===== config.mk =====
export PLATFORM = sky130hd
export DESIGN_NAME = rpxf_front
export DESIGN_NICKNAME = d
export VERILOG_FILES = /design/src/sv/rpxf_front.sv
export SDC_FILE = /design/constraint.sdc
export NUM_CORES = 1
export LEC_CHECK = 0
export BUFFER_PORTS_ARGS = -buffer_cell sky130_fd_sc_hd__buf_2
export CORE_MARGIN = 2
export CORE_UTILIZATION = 44
export DETAILED_ROUTE_END_ITERATION = 6
export PLACE_DENSITY = 0.77
export SLEW_MARGIN = 10
export SYNTH_ARGS = -nofsm -noshare
export SYNTH_HDL_FRONTEND = slang
export SYNTH_SLANG_ARGS = --single-unit

===== constraint.sdc =====
create_clock -name i_clk -period 2.1 [get_ports i_clk]
set_input_delay 0.105 -clock i_clk [delete_from_list [all_inputs] [get_ports i_clk]]
set_output_delay 0.105 -clock i_clk [all_outputs]
set_load 0.01 [all_outputs]

===== src/sv/rpxf_front.sv =====
`default_nettype none
module rpxf_front #(
    parameter int BUFFER_DEPTH = 131072,
    parameter int SAMPLE_BITS  = 24
) (
    input  wire logic                   i_clk,
    input  wire logic                   i_rst_n,
    input  wire logic                   i_valid,
    output logic                        o_ready,
    input  wire logic [SAMPLE_BITS-1:0] i_sample,
    input  wire logic                   i_full,
    output logic                        o_push,
    output logic [SAMPLE_BITS+2*$clog2(BUFFER_DEPTH)+1:0] o_push_data
);

    localparam int ADDR_BITS = $clog2(BUFFER_DEPTH);
    localparam logic [ADDR_BITS-1:0] LAST_INDEX = ADDR_BITS'(BUFFER_DEPTH - 1);

    logic [ADDR_BITS-1:0] r_wr_index;
    logic [ADDR_BITS-1:0] r_rd_index;
    logic [ADDR_BITS-1:0] n_wr_index;
    logic [ADDR_BITS-1:0] n_rd_index;
    logic                 w_restart;
    logic                 w_hit;

    assign o_ready   = !i_full;
    assign o_push    = i_valid && !i_full;
    // read index hits zero: segment ends and reading restarts at this write slot
    assign w_restart = (r_rd_index == '0);
    // reading the slot written by this same beat
    assign w_hit     = (r_rd_index == r_wr_index);

    // entry layout from lsb: sample, write index, read index, restart, hit
    assign o_push_data = {w_hit, w_restart, r_rd_index, r_wr_index, i_sample};

    always_comb begin
        n_wr_index = (r_wr_index == LAST_INDEX) ? '0 : r_wr_index + ADDR_BITS'(1);
        n_rd_index = w_restart ? r_wr_index : r_rd_index - ADDR_BITS'(1);
    end

    always_ff @(posedge i_clk) begin
        if (!i_rst_n) begin
            r_wr_index <= '0;
            r_rd_index <= '0;
        end else if (o_push) begin
            r_wr_index <= n_wr_index;
            r_rd_index <= n_rd_index;
        end
    end

endmodule
`default_nettype wire


==> results of run 1 <==
-- kinds of logic after synthesis --
group                      count (synthesis)
xor gates and xnor gates                  29
and+or+nand+nor                          104
AOI/OAI and AO/OA                         63
adders and majority gates                  4
DFF                                       34
buffers and inverters                     52
muxes                                      1
-- cell usage in the layout (no fill, tap or decap), types with 8 or more instances in the layout --
master,n
a21oi_1,21
buf_2,41
buf_4,30
clkbuf_8,8
dfxtp_1,33
nand2_1,22
nand3_1,11
nand4_1,11
nor2_1,20
nor3_1,11
o21ai_0,14
xnor2_1,9
xor2_1,20
-- worst min-delay path by stage --
stage	start	to	slack (ps)	cells after the start
2_1_floorplan	i_full	o_ready	250	1
3_3_place_gp	i_sample[12]	o_push_data[12]	210	0
3_5_place_dp	i_sample[12]	o_push_data[12]	210	0
4_1_cts	i_rst_n	r_rd_index[13]	150	2
5_1_grt	i_rst_n	r_rd_index[12]	160	2
6_report	i_rst_n	r_rd_index[13]	160	2
-- synth_stat cells, types with 2 or more instances --
master | number | area share (%)
a2bb2oi_1 | 2 | 0.78
clkinv_1 | 2 | 0.34
xnor2_1 | 9 | 3.5
a211oi_1 | 4 | 1.3
nor4b_1 | 2 | 0.78
a21oi_1 | 21 | 4.7
or3_1 | 6 | 1.7
o21ai_0 | 14 | 3.1
nand4_1 | 11 | 3.1
and3_1 | 2 | 0.56
nor4_1 | 7 | 2.0
buf_2 | 2 | 0.45
o21a_1 | 2 | 0.67
nor3_1 | 11 | 2.5
nand3_1 | 11 | 2.5
and4_1 | 3 | 1.2
a31oi_1 | 3 | 0.84
o31a_1 | 5 | 2.0
buf_4 | 26 | 8.7
clkbuf_1 | 13 | 2.2
inv_1 | 6 | 1.0
nand2_1 | 22 | 3.7
o22ai_1 | 6 | 1.7
nor2_1 | 20 | 3.3
xor2_1 | 20 | 7.8
dfxtp_1 | 34 | 30
ha_1 | 4 | 2.2
-- report_power, final --
part	switching (µW)	internal (µW)
logic	1970	1330
registers	181	788
clock network	248	331
-- layout make-up --
| type | instances | area [µm²] |
|---|---|---|
| Clock buffer | 8 | 110 |
| Fill cell | 483 | 2190 |
| Inverter | 9 | 36.3 |
| Multi-Input combinational cell | 201 | 1260 |
| Sequential cell | 34 | 682 |
| Tap cell | 67 | 83.8 |
| Timing Repair Buffer | 72 | 450 |
-- registers in the layout (all words and copies together) (netlist names) --
name / cells
r_rd_index: 17
r_wr_index: 17
-- layer usage --
metal | share of wire (%) | vias up
met2 | 45 | 129
met3 | 9.3 | 19
li1 | - | 1074
met4 | 3.0 | 0
met1 | 43 | 1038
met5 | 0 | -
-- repair_timing --
| item | 4_1_cts | 5_1_grt |
|---|---|---|
| setup buffers | 0 | 2 |
| endpoints found under the setup margin | 0 | 4 |
| resized for setup | 0 | 2 |
-- stage by stage --
step / TNS [ps] / hold WS [ps] / cell area, µm² / std cells
finish: 0 / 164 / 2630 / 391
global route: -1.35 / 163 / 2630 / 391
CTS: 0 / 154 / 2610 / 389
detailed placement: 0 / 210 / 2490 / 381
global placement: 0 / 210 / 2490 / 381
floorplan: -15.4 / 254 / 2250 / 287
==> run metrics, run 1 <==
crit path DAT=2230 ps; GR peak layer=met2; status=complete, no violations; Root Buffer=clkbuf_8; # hold bufs at CTS=0; worst rel slew slack=73.7%; CP bufs+invs=0; CORE AREA=4820 µm²; Net Count, Synth=319; post-route ant nets=0; H-Tree Depth=2; critical-path cell list=or4_4 > nor3_4 > nand2_4 > o41a_1 > o31a_1; Synth Area in Simple Gates=24.7%; final core occ=54.5%; Critical Path End Type=flip-flop; Design Power=4850 µW; Top Ports=90; Worst-Skew Late Latency=290 ps; total clock sinks=34; Die H=75.4 µm; power density over the cells=1840 nW/µm²; WP depth=5; Clock Skews=3.12 ps; DR WL/cell=16.9 µm; Clock Pin Slew Worst Setup and Hold Paths=70 ps; MaxCap Viol Count=0; multiplexer share of the synthesized area=0.447%; reg2reg setup slack=50 ps; Adder-Cell Fraction of Synth Area=2.23%; setup ws final=54.2 ps; dpl ws=29.5 ps; Max Fanout on Critical Path=8; largest net degree at the start of global routing=19; Synth Area in Compound Gates=17.4%; sequential element share of the synthesized area=30.4%; DRT Wirelength=6590 µm; Vias per Instance=5.78; CP startpoint=r_rd_index[6]; Ys Warns=0; main combinational cell family by area after synthesis=simple AND/OR/NAND/NOR gates; Leak Pwr=0.00119 µW; FP Rows=25; starting density of the core=46.5%; initial drt markers=164; initial antenna violation count=0; M2 GR Usage=34.5%; Critical R2R Launch=r_rd_index[6]; CP endpoint=r_rd_index[13]; Post-Syn Area=2240 µm²; DR DRC count=0; Pre-antenna DRT Iters=4; share of post-route cells with drive strength above 1=28.1%; syn avg cell area=7.81 µm²; Largest delay share family, worst path=simple AND/OR/NAND/NOR gates; GP Congestion=0.929; Final Max Slew Viols=0; setup violation total in the final timing report=0; Worst-Margin Slew=389 ps; HPWL Detailed=4770 µm; Port-buffer cells=41; CP required=2290 ps; M3 GR Usage=6.35%; CTS buffer count=5; vias in the first global route=2,041; antenna cells=0; Post-synth EDFFs=0; Final min period=2050 ps; period utilization=97.4%; Synth Area in XOR/XNOR=11.3%; GR met1 Demand/Resource=31.9%; Synth Flop Type=dfxtp_1; global-route wire length before repair=10,000 µm; CP max stage delay=560 ps; Crit Path Category=reg2reg; Highest Clock Rate=0.489 GHz; fin nets=355; Die ar.=5680 µm²; CTS tree=built; gr ovfl total=0; Die Width=75.4 µm; via count=2,260; P&R area growth vs syn=17.3%; Critical-path top delay cell=or4_4; Hold Violations, Final=0; Mapped Cells=287; Post-synth ARST share=0%; Worst Hold Class=in2reg; Clock Path Buffers=2; r2r endpoint=r_rd_index[13]; Worst R2R Path Depth=5; total global-route track usage=23.6%; crit start category=flip-flop; Yosys reg bits=34; Peak VDD IR=857 µV; Netlist cell types=46
(Power assumes the default switching activity.)
==> inputs of run 2 (changes only) <==
- CORE_UTILIZATION: 44 -> 45
- CTS_BUF_LIST: not set -> sky130_fd_sc_hd__clkbuf_2 sky130_fd_sc_hd__clkbuf_4 sky130_fd_sc_hd__clkbuf_8
- PLACE_DENSITY: 0.77 -> 0.78
==> run 2 against run 1 <==
Effect of this change: the run now ends with design-rule violations left; sequential power down 2%; critical path depth up 1; fmax increased by 3.6%; die area down 2.1%; final cell count decreased by 0.51%; clock-buffer cell count is 2 lower; sequential cell count stayed put; largest cell class unchanged; largest power group unchanged.
==> run metrics, run 2 (synthesized netlist as in run 1, its figures left out) <==
status=finished with violations; violations in the final reports=design-rule violations; FP Rows=25 (unchanged); commonest non-fill, non-tap cells in the layout=buf_2, dfxtp_1, buf_4; Final min period=1970 ps (-71.5 ps); period utilization=94.0% (-3.4 points); CORE AREA=4750 µm² (-1.3%); Clock Pin Slew Worst Setup and Hold Paths=70 ps (about the same); biggest regs=r_rd_index x17, r_wr_index x17; total global-route track usage=24.0% (+0.35 points); Hold EP=r_rd_index[13]; Worst R2R Path Depth=6 (+1); Max Fanout on Critical Path=10 (+2); Reg area=682 µm² (unchanged); Die H=74.6 µm (-1.1%); # hold bufs at CTS=0 (unchanged); Clock Path Buffers=2 (unchanged); antenna cells=0 (unchanged); total clock sinks=34 (unchanged); H-Tree Depth=2 (unchanged); setup violation total in the final timing report=0 (unchanged); initial antenna violation count=0 (unchanged); CP required=2000 ps (-290 ps); Pre-antenna DRT Iters=7 (+3); global-route wire length before repair=10,200 µm (+1.2%); setup ws final=126 ps (+71.5 ps); P&R area growth vs syn=17.6%; Peak VDD IR=919 µV (+7.3%); Die Width=74.6 µm (-1.1%); Clock Skews=9.85 ps (+6.74 ps); starting density of the core=47.1% (+0.61 points); Worst Hold Class=in2reg; power density over the cells=1840 nW/µm² (about the same); Hold Violations, Final=0 (unchanged); vias in the first global route=2,087 (+2.3%); crit start category=flip-flop; Critical Path End Type=output pin; gr ovfl total=0 (unchanged); Filler Cells Inserted=480 (-0.62%); Top Ports=90 (unchanged); share of post-route cells with drive strength above 1=27.6% (-0.45 points); Non-Filler Instances=389 (-0.51%); fin nets=354 (-0.28%); Root Buffer=clkbuf_8; WHS Path Cells=2 (unchanged); commonest non-fill, non-tap cell in the layout=buf_2; RSZ-0062 raised after global routing=false; Vias per Instance=5.94 (+2.7%); post-route ant nets=0 (unchanged); Die ar.=5560 µm² (-2.1%); largest net degree at the start of global routing=17 (-2); Design Power=4860 µW (+0.19%); DRT Wirelength=6390 µm (-3.0%); Hold Startpoint=i_rst_n; Port-buffer cells=41 (unchanged); MaxCap Viol Count=0 (unchanged); CTS buffer count=5 (unchanged); via count=2,310 (+2.2%); HPWL Detailed=4620 µm (-3.1%); worst rel slew slack=72.7% (-1.0 points); Crit Path Category=reg2out; dpl ws=51.7 ps (+22.2 ps); dpl cells=381 (unchanged); Worst-Margin Slew=408 ps (+18.7 ps); Final Max Slew Viols=0 (unchanged); Critical R2R Launch=r_rd_index[6]; GP Congestion=0.979 (+5.4%); DR WL/cell=16.4 µm (-2.5%); crit path DAT=1870 ps (-360 ps); Worst-Skew Late Latency=290 ps (about the same); Highest Clock Rate=0.507 GHz (+3.6%); r2r endpoint=r_rd_index[13]; DR DRC count=6 (+6); reg2reg setup slack=140 ps (+90 ps); initial drt markers=344 (+110%); CTS tree=built; Leak Pwr=0.00119 µW (about the same); area of the multi-input gates=1260 µm² (unchanged)
## run 2: timing repair
action                                  CTS  global route
setup buffers                             0             1
endpoints found under the setup margin    0             5
resized for setup                         0             2
## run 2: worst max-delay path, stage by stage, from the launching register on
cell,delay (ps)
dfxtp_2,330
or4_4,570
nor3_4,170
buf_12,150
nand2_2,90
inv_4,130
buf_2,150
## run 2: worst max path at each step
stage                  startpoint               to  slack, ps  cells past startpoint
finish              r_rd_index[6]  o_push_data[58]        130                      6
CTS                 r_rd_index[6]  o_push_data[58]          4                      5
global route        r_rd_index[5]   r_rd_index[16]         40                      6
detailed placement  r_rd_index[6]   r_rd_index[13]         50                      5
global placement    r_rd_index[6]   r_rd_index[13]        100                      5
floorplan           r_rd_index[6]   r_rd_index[13]        -20                      6
## run 2: power by group
| part | internal [µW] | total [µW] | switching, µW |
|---|---|---|---|
| Clock | 380 | 620 | 241 |
| Sequential | 785 | 951 | 166 |
| Combinational | 1390 | 3290 | 1900 |
| Total | 2550 | 4860 | 2310 |
## run 2: through the flow
step	setup TNS [ps]	area, µm²	hold WS [ps]	utilization (%)
after floorplan	-15.4	2250	254	-
after global placement	0	2490	210	52.5
after detailed placement	0	2490	210	52.5
after CTS	0	2610	164	54.8
after global routing	0	2640	182	55.4
final	0	2640	167	55.4
## run 2: routing by layer
| layer | GRT usage [%] | up-vias | wire, µm |
|---|---|---|---|
| met5 | 0 | - | 0 |
| met4 | 9.92 | 0 | 156 |
| met3 | 6.10 | 21 | 594 |
| met2 | 35.9 | 155 | 2880 |
| met1 | 32.9 | 1066 | 2760 |
| li1 | - | 1068 | - |
## run 2: area by class of cell
class                   instances  share of cell area [%]
multi-input cells             201                    48.0
flip-flops and latches         34                    25.9
repair buffers                 71                    17.3
well taps                      67                    3.18
clock buffers                   6                    3.13
inverters                       9                    1.38
clock inverters                 1                    1.14
