==> config.mk <==
export PLATFORM = sky130hd
export DESIGN_NAME = rpxf_queue
export DESIGN_NICKNAME = d
export VERILOG_FILES = /design/src/sv/rpxf_queue.sv
export SDC_FILE = /design/constraint.sdc
export NUM_CORES = 1
export LEC_CHECK = 0
export BUFFER_PORTS_ARGS = -buffer_cell sky130_fd_sc_hd__buf_2
export CAP_MARGIN = 25
export CORE_ASPECT_RATIO = 0.75
export CORE_MARGIN = 3
export CORE_UTILIZATION = 55
export CTS_CLUSTER_DIAMETER = 100
export DETAILED_ROUTE_END_ITERATION = 12
export PLACE_DENSITY = 0.77
export REMOVE_ABC_BUFFERS = 1
export SLEW_MARGIN = 20
export SYNTH_ARGS = -nofsm -noshare
export SYNTH_HDL_FRONTEND = slang
export SYNTH_SLANG_ARGS = --single-unit
==> constraint.sdc <==
create_clock -name i_clk -period 8.29 [get_ports i_clk]
set_input_delay 1.658 -clock i_clk [delete_from_list [all_inputs] [get_ports i_clk]]
set_output_delay 1.658 -clock i_clk [all_outputs]
set_load 0.005 [all_outputs]
==> src/sv/rpxf_queue.sv <==
`default_nettype none
module rpxf_queue #(
    parameter int WIDTH      = 60,
    parameter int DEPTH_BITS = 2
) (
    input  wire logic             i_clk,
    input  wire logic             i_rst_n,
    input  wire logic             i_push,
    input  wire logic [WIDTH-1:0] i_push_data,
    output logic                  o_full,
    input  wire logic             i_pop,
    output logic      [WIDTH-1:0] o_pop_data,
    output logic                  o_empty
);

    localparam int DEPTH = 1 << DEPTH_BITS;

    logic [WIDTH-1:0]      r_slot [DEPTH];
    logic [DEPTH_BITS-1:0] r_wr_ptr;
    logic [DEPTH_BITS-1:0] r_rd_ptr;
    logic [DEPTH_BITS:0]   r_count;
    logic [DEPTH_BITS-1:0] n_wr_ptr;
    logic [DEPTH_BITS-1:0] n_rd_ptr;
    logic [DEPTH_BITS:0]   n_count;

    assign o_full     = (r_count == (DEPTH_BITS+1)'(DEPTH));
    assign o_empty    = (r_count == '0);
    assign o_pop_data = r_slot[r_rd_ptr];

    always_comb begin
        n_wr_ptr = r_wr_ptr + DEPTH_BITS'(i_push);
        n_rd_ptr = r_rd_ptr + DEPTH_BITS'(i_pop);
        n_count  = r_count + (DEPTH_BITS+1)'(i_push) - (DEPTH_BITS+1)'(i_pop);
    end

    always_ff @(posedge i_clk) begin
        if (!i_rst_n) begin
            r_wr_ptr <= '0;
            r_rd_ptr <= '0;
            r_count  <= '0;
        end else begin
            r_wr_ptr <= n_wr_ptr;
            r_rd_ptr <= n_rd_ptr;
            r_count  <= n_count;
        end
    end

    always_ff @(posedge i_clk) begin
        if (i_push) begin
            r_slot[r_wr_ptr] <= i_push_data;
        end
    end

endmodule
`default_nettype wire

==> results of run 1 <==
-- final cells by class --
class	count	area (um2)
diodes	1	2.50
clock buffers	28	594
clock inverters	12	67.6
flip-flops and latches	247	7350
multi-input cells	82	1560
well taps	205	256
repair buffers	132	678
inverters	4	15.0
fillers	984	5140
-- sequential cells by signal, summed over array words and instances, names as in the netlist --
register and count:
r_slot 240, r_rd_ptr 2, r_count 3, r_wr_ptr 2
-- stage by stage --
| stage | power (mW) | worst slack, ns | hold WS, ns | utilization, % |
|---|---|---|---|---|
| global placement | 1.72 | 4.40 | 0.603 | 63.0 |
| finish | 2.63 | 3.96 | 0.641 | 67.2 |
| global route | 2.74 | 3.72 | 0.698 | 67.2 |
| detailed placement | 1.73 | 4.39 | 0.626 | 63.0 |
| floorplan | 1.62 | 1.72 | 0.573 | - |
| CTS | 2.66 | 3.83 | 0.646 | 67.2 |
-- synth_stat cells --
| cell type | number |
|---|---|
| edfxtp_1 | 240 |
| mux4_2 | 60 |
| and2_1 | 7 |
| dfxtp_1 | 7 |
| buf_12 | 6 |
| buf_2 | 6 |
| ha_1 | 4 |
| inv_1 | 4 |
| and3_1 | 2 |
| xor2_1 | 2 |
| and3b_1 | 1 |
| buf_6 | 1 |
| clkbuf_1 | 1 |
| fa_1 | 1 |
| nand2_1 | 1 |
| nor2_1 | 1 |
| nor3_1 | 1 |
| nor3b_1 | 1 |
| xnor3_1 | 1 |
-- worst reg2reg max path, cell delays in order (launching register included) --
cell and delay (ns):
dfxtp_1 0.44, and3b_2 0.72, buf_4 0.60
-- report_power, final --
group | internal [mW] | switching, mW
Clock | 0.512 | 0.413
Combinational | 0.125 | 0.114
Sequential | 1.43 | 0.0278
Total | 2.07 | 0.555
-- per-layer routing --
metal / up-vias / wire [um] / track usage (%)
met5: - / 40 / 0
met4: 6 / 223 / 4.12
met3: 28 / 1530 / 6.14
met2: 179 / 7570 / 29.0
met1: 2123 / 6340 / 24.8
li1: 1766 / - / -
-- worst min path at each step --
stage                      startpoint     endpoint  slack (ns)
after global placement    r_wr_ptr[1]  r_wr_ptr[1]        0.60
after detailed placement  r_wr_ptr[1]  r_wr_ptr[1]        0.63
after CTS                 r_wr_ptr[1]  r_wr_ptr[1]        0.65
after floorplan           r_wr_ptr[1]  r_wr_ptr[1]        0.57
after global routing      r_wr_ptr[1]  r_wr_ptr[1]        0.70
final                     r_wr_ptr[1]  r_wr_ptr[1]        0.64
-- logic make-up (layout without fill, tap and decap cells) --
logic type                 count (synthesis)  in the layout  share of synthesized area (%)
DFF                                      247            247                           81.0
muxes                                     60             60                           14.9
buffers and inverters                     18            176                           1.99
and+or+nand+nor                           14             14                          0.938
adders and majority gates                  5              5                          0.772
xor gates and xnor gates                   3              3                          0.441
other                                      0              1                              0
==> summary.md, run 1 <==
| Metric | Value |
|---|---|
| Synth cell types | `19` |
| Layout cells sized above 1 | `45.3%` |
| Clk Latency, worst-skew pair | `around 0.50 ns` |
| Commonest non-fill, non-tap cell in the layout | `edfxtp_1` |
| Outcome | `complete, no violations` |
| Clock Tree Root | `clkbuf_16` |
| GR Overflow Total | `0` |
| Crit Path Max Fanout | `36` |
| Crit path from | `r_rd_ptr[0]` |
| RSZ-0062 raised after global routing | `false` |
| Top cell type's share of synthesized area | `roughly four fifths` |
| Initial antenna violation count | `4` |
| Final clock period utilization by the worst path | `52.2%` |
| Die width | `154 um` |
| TritonCTS Buffers | `23` |
| CP Data Arrival Time | `approximately 2.7 ns` |
| Setup tns final | `0 ns` |
| Nets | `559` |
| Worst R2R Path Depth | `2` |
| Clock sink total | `247` |
| First-pass GRT wire length | `24800 um` |
| Flop2flop setup slack | `6.14 ns` |
| CP Launch Type | `flop` |
| Worst setup path class | `reg -> out` |
| Clock skew | `about 0.011 ns` |
| Fmax | `roughly 0.23 GHz` |
| PostCTS Resize Cnt | `0` |
| Slew headroom | `47.7%` |
| DRT Wirelength | `between 15000 and 20000 um` |
| Cell Area, Synth | `9070 um2` |
| Vias | `4102` |
| Crit-path leading delay family | `buffers and inverters` |
| CTS tree | `built` |
| Post-Syn Area per Cell | `26.1 um2` |
| Synth warn | `0` |
| Max Cap Violations | `0` |
| Setup Fix Bufs, Post-CTS | `0` |
| CTS Buffer Depth | `3` |
| Starting Density | `between 50% and 60%` |
| Post-Syn Instances | `347` |
| Vias in the first global route | `4344` |
| DRT Pass-1 Iters | `6` |
| Final instance area | `10500 um2` |
| Final slew viol count | `0` |
| DRC | `0` |
| Core Area | `approximately 16000 um2` |
| Cells along the critical path | `buf_4 -> mux4_2 -> buf_2` |
| Area Growth Syn to Fin | `16.0%` |
| Crit path time final | `4.33 ns` |
| Vias per inst | `5.77` |
| Row count | `39` |
| H-Tree Depth | `1` |
| HPWL Detailed | `9320 um` |
| 1st-iter DRT viols | `282` |
| CP endpoint | `o_pop_data[41]` |
| Post-DP Area | `roughly 9900 um2` |
| Input/output buffers | `125` |
| Avg WL per Cell | `22.1 um` |
| Min-Delay Path Class | `reg -> reg` |
| CP Capture Type | `primary output` |
| Hold Fails Final Rpt | `0` |
| GPL Wtd Cong | `0.702` |
| Critical path's slowest cell | `dfxtp_4` |
| Hold buffer count at CTS | `0` |
| Worst path max stage delay | `0.67 ns` |
| Stages on worst setup path | `3` |
| Die Area | `18100 um2` |
| DRT antenna net count | `0` |
| Buffers & Inverters on Critical Path | `2` |
| Seq cells post-synth | `roughly 250` |
| Leakage | `roughly 3.6 nW` |
| Setup violators final | `0` |
| Hold Path Depth | `2` |
| Area leader, netlist | `edfxtp_1` |
| Commonest non-fill, non-tap cells in the layout | `edfxtp_1 (240), buf_2 (125), mux4_2 (60)` |
| Placed Instances | `670` |
| Worst Tran Pin Value | `0.785 ns` |
| Final cell count without fillers | `711` |
| GRT Util Overall | `18.1%` |
| Floorplan die height | `117 um` |
| Worst reg2reg path endpoint | `r_slot[1][39]` |
| Maximum vdd drop | `0.163 mV` |
| Seq/Total Area, Yosys | `81.0%` |
| R2r startpoint | `r_wr_ptr[0]` |
| Pin count of the biggest net entering global routing | `43` |
| Synth area leaders | `edfxtp_1 (79%), mux4_2 (15%), dfxtp_1 (1.5%), buf_12 (1.3%), ha_1 (0.55%)` |
| PD cells | `250 nW/um2` |
| Num ports | `126` |
| WP data required | `6.63 ns` |
| Clock-pin slew on the worst setup and hold paths | `0.06 ns` |
No activity file was read; power rests on OpenSTA's default activity.
==> run 2: changes to the inputs <==
--- a/config.mk
+++ b/config.mk
@@ -5,14 +5,15 @@
 export SDC_FILE = /design/constraint.sdc
 export NUM_CORES = 1
 export LEC_CHECK = 0
+export ABC_AREA = 1
 export BUFFER_PORTS_ARGS = -buffer_cell sky130_fd_sc_hd__buf_2
 export CAP_MARGIN = 25
 export CORE_ASPECT_RATIO = 0.75
 export CORE_MARGIN = 3
-export CORE_UTILIZATION = 55
+export CORE_UTILIZATION = 52
 export CTS_CLUSTER_DIAMETER = 100
 export DETAILED_ROUTE_END_ITERATION = 12
-export PLACE_DENSITY = 0.77
+export PLACE_DENSITY = 0.76
 export REMOVE_ABC_BUFFERS = 1
 export SLEW_MARGIN = 20
 export SYNTH_ARGS = -nofsm -noshare
==> constraint.sdc (replaced) <==
create_clock -name i_clk -period 3.8 [get_ports i_clk]
set_input_delay 0.76 -clock i_clk [delete_from_list [all_inputs] [get_ports i_clk]]
set_output_delay 0.76 -clock i_clk [all_outputs]
set_load 0.005 [all_outputs]
==> summary.md, run 2 <==
| Metric | Value |
|---|---|
| Pin count of the biggest net entering global routing | `70 (+63%)` |
| Tot Pwr | `6.17 mW (+130%)` |
| DRT Wirelength | `18400 um (+17%)` |
| Leakage | `4.55 nW (+27%)` |
| Post-DP Area | `11000 um2 (+11%)` |
| CP Launch Type | `flop` |
| Fmax | `0.337 GHz` |
| DRT Pass-1 Iters | `4 (-2)` |
| Num ports | `126 (unchanged)` |
| TritonCTS Buffers | `24 (+4.3%)` |
| Largest family of logic cells by synthesized area | `compound AO/OA/AOI/OAI gates` |
| First-pass GRT wire length | `28800 um (+16%)` |
| Worst Tran Pin Value | `0.808 ns (+0.0236 ns)` |
| Post-Synth Simple-Gate Area | `5.36% (+4.4 points)` |
| DRC | `0 (unchanged)` |
| GRT Util Overall | `16.9% (-1.1 points)` |
| 1st-iter DRT viols | `453 (+61%)` |
| Synth warn | `0 (unchanged)` |
| Cells along the critical path | `buf_12 -> a21oi_1 -> o21ai_0 -> nand2_1 -> buf_2` |
| Combinational share of power | `10.1% (+1.0 points)` |
| Post-Syn Instances | `749 (+120%)` |
| Core Area | `18800 um2 (+20%)` |
| Post-Syn Area per Cell | `13.6 um2 (-48%)` |
| Final cell count without fillers | `1137 (+60%)` |
| Setup Fix Bufs, Post-CTS | `0 (unchanged)` |
| Max Cap Violations | `0 (unchanged)` |
| Setup tns final | `0 ns (unchanged)` |
| Post-synthesis mux area share | `0% (-15 points)` |
| Post-synth top cells | `edfxtp_1 (240), inv_1 (132), nand2_1 (131)` |
| Clock sink total | `247 (unchanged)` |
| Initial antenna violation count | `4 (unchanged)` |
| Outcome | `complete, no violations` |
| WP data required | `3.04 ns (-3.59 ns)` |
| Final slew viol count | `0 (unchanged)` |
| Largest Register | `r_slot` |
| Clock share of power | `38.2% (+3.0 points)` |
| Synth area leaders | `edfxtp_1 (71%), o211ai_2 (6.2%), inv_1 (4.9%), nand2_1 (4.8%), a21oi_1 (2.0%)` |
| CTS tree | `built` |
| Predominant post-synthesis flop cell | `edfxtp_1` |
| Post-synth EDFFs | `240 (unchanged)` |
| GPL Wtd Cong | `0.704 (+0.27%)` |
| Final clock period utilization by the worst path | `78.1%` |
| Clock skew | `0.0123 ns (+0.00101 ns)` |
| Internal Power | `4.78 mW (+130%)` |
| RSZ-0062 raised after global routing | `false` |
| Crit Path Max Fanout | `69 (+92%)` |
| Most common cell in the synthesized netlist | `edfxtp_1` |
| Flop2flop setup slack | `2.01 ns (-4.13 ns)` |
| Min-Delay Path Class | `in -> reg` |
| CTS Buffer Depth | `3 (unchanged)` |
| Final instance area | `11700 um2 (+12%)` |
| Cell Area, Synth | `10100 um2 (+12%)` |
| Clock Tree Root | `clkbuf_16` |
| Xor and xnor area share after synthesis | `0% (-0.44 points)` |
| Starting Density | `53.9% (-4.0 points)` |
| Area Growth Syn to Fin | `15.7%` |
| Layout cells sized above 1 | `27.8% (-18 points)` |
| Row count | `43 (+10%)` |
| Setup violators final | `0 (unchanged)` |
| Worst setup path class | `reg -> out` |
| Vias in the first global route | `5473 (+26%)` |
| Seq cells post-synth | `247 (unchanged)` |
| Worst path max stage delay | `0.80 ns (+0.13 ns)` |
| Sw power | `1.39 mW (+150%)` |
| H-Tree Depth | `1 (unchanged)` |
| Hold buffer count at CTS | `0 (unchanged)` |
| Sw frac | `22.6% (+1.5 points)` |
| Top cell type's share of synthesized area | `71.0% (-8.4 points)` |
| Commonest non-fill, non-tap cells in the layout | `edfxtp_1 (240), inv_1 (132), nand2_1 (131)` |
| Commonest non-fill, non-tap cell in the layout | `edfxtp_1` |
| CP Data Arrival Time | `2.21 ns (-0.46 ns)` |
| Critical path's slowest cell | `dfxtp_4` |
| Die width | `167 um (+8.4%)` |
| Vias | `5775 (+41%)` |
| Nets | `942 (+69%)` |
| CP Capture Type | `primary output` |
| Seq/Total Area, Yosys | `72.4% (-8.6 points)` |
| Floorplan die height | `127 um (+8.3%)` |
| Clk Latency, worst-skew pair | `0.50 ns (about the same)` |
| Crit path time final | `2.97 ns` |
| Crit-path leading delay family | `flip-flops` |
| GR Overflow Total | `0 (unchanged)` |
| PD cells | `525 nW/um2 (+110%)` |
| Die Area | `21200 um2 (+17%)` |
| PostCTS Resize Cnt | `0 (unchanged)` |
| Clock-pin slew on the worst setup and hold paths | `0.06 ns (about the same)` |
| DRT antenna net count | `0 (unchanged)` |
| Slew headroom | `46.1% (-1.6 points)` |
| Share of the synthesized area in compound gates (AO/OA/AOI/OAI) | `13.6% (+14 points)` |
| Vias per inst | `5.08 (-12%)` |
| HPWL Detailed | `11000 um (+18%)` |
| Post-synth ARST share | `0% (unchanged)` |
| Avg WL per Cell | `16.2 um (-27%)` |
| Number of flip-flops in the largest register | `240 (unchanged)` |
| Hold Fails Final Rpt | `0 (unchanged)` |
| Synth Area in Adders | `0.690% (-0.082 points)` |
| Placed Instances | `1094 (+63%)` |
| Area leader, netlist | `edfxtp_1` |
| Synth cell types | `19 (unchanged)` |
| Buffers & Inverters on Critical Path | `2 (unchanged)` |
| Maximum vdd drop | `0.378 mV (+130%)` |
| Top flop regs | `r_slot: 240 flops, r_count: 3 flops` |
| Share of power burned in registers | `51.8% (-3.9 points)` |
| Input/output buffers | `125 (unchanged)` |
| Antenna cells | `0 (-1)` |
## run 2: cell types whose count changed after synthesis, sizes merged, moves of 25 or more
cell / delta
o211ai: +60
mux4: -60
a21oi: +61
nand2: +130
buf: +25
o21ai: +60
inv: +128
## run 2: layout make-up
| class | count | area, um2 |
|---|---|---|
| inverter | 132 | 495 |
| clock inverter | 11 | 136 |
| multi-input combinational | 329 | 2020 |
| timing repair buffer | 139 | 781 |
| fill | 1410 | 7090 |
| clock buffer | 32 | 652 |
| sequential | 247 | 7350 |
| tap | 247 | 309 |
## run 2: power groups by stage
stage               clock (mW)  combinational [mW]  sequential (mW)
global route              2.51               0.701             3.21
floorplan                    0               0.319             3.31
detailed placement           0               0.628             3.25
global placement             0               0.614             3.25
finish                    2.35               0.621             3.19
CTS                       2.41               0.632             3.19
## run 2: kinds of logic (layout without fill, tap and decap cells)
family / Yosys count / count (layout)
fa+ha+maj: 5 / 5
buf+inv: 173 / 314
flops: 247 / 247
compound gates: 181 / 181
simple gates: 143 / 143
## run 2: metrics by stage
step	setup WS [ns]	util, %	hold slack (ns)
after CTS	0.833	62.4	0.443
after floorplan	-2.68	-	0.488
after global placement	1.43	58.2	0.524
after detailed placement	1.38	58.2	0.529
final	0.834	62.4	0.461
after global routing	0.683	62.4	0.442
## run 2: path summary, 6_finish.rpt
kind	to	depth (start not counted)	startpoint
min	r_slot[0][57]	1	i_push_data[57]
max reg2reg	r_slot[1][31]	3	r_wr_ptr[0]
min reg2reg	r_wr_ptr[1]	2	r_wr_ptr[1]
max	o_pop_data[10]	5	r_rd_ptr[0]
## run 2: layer usage
layer	vias to the layer above	part of all wire (%)	GRT usage [%]
met1	2734	45	23.6
met5	-	0.21	0
li1	2846	-	-
met4	8	1.8	3.32
met3	40	7.0	4.42
met2	147	46	27.6
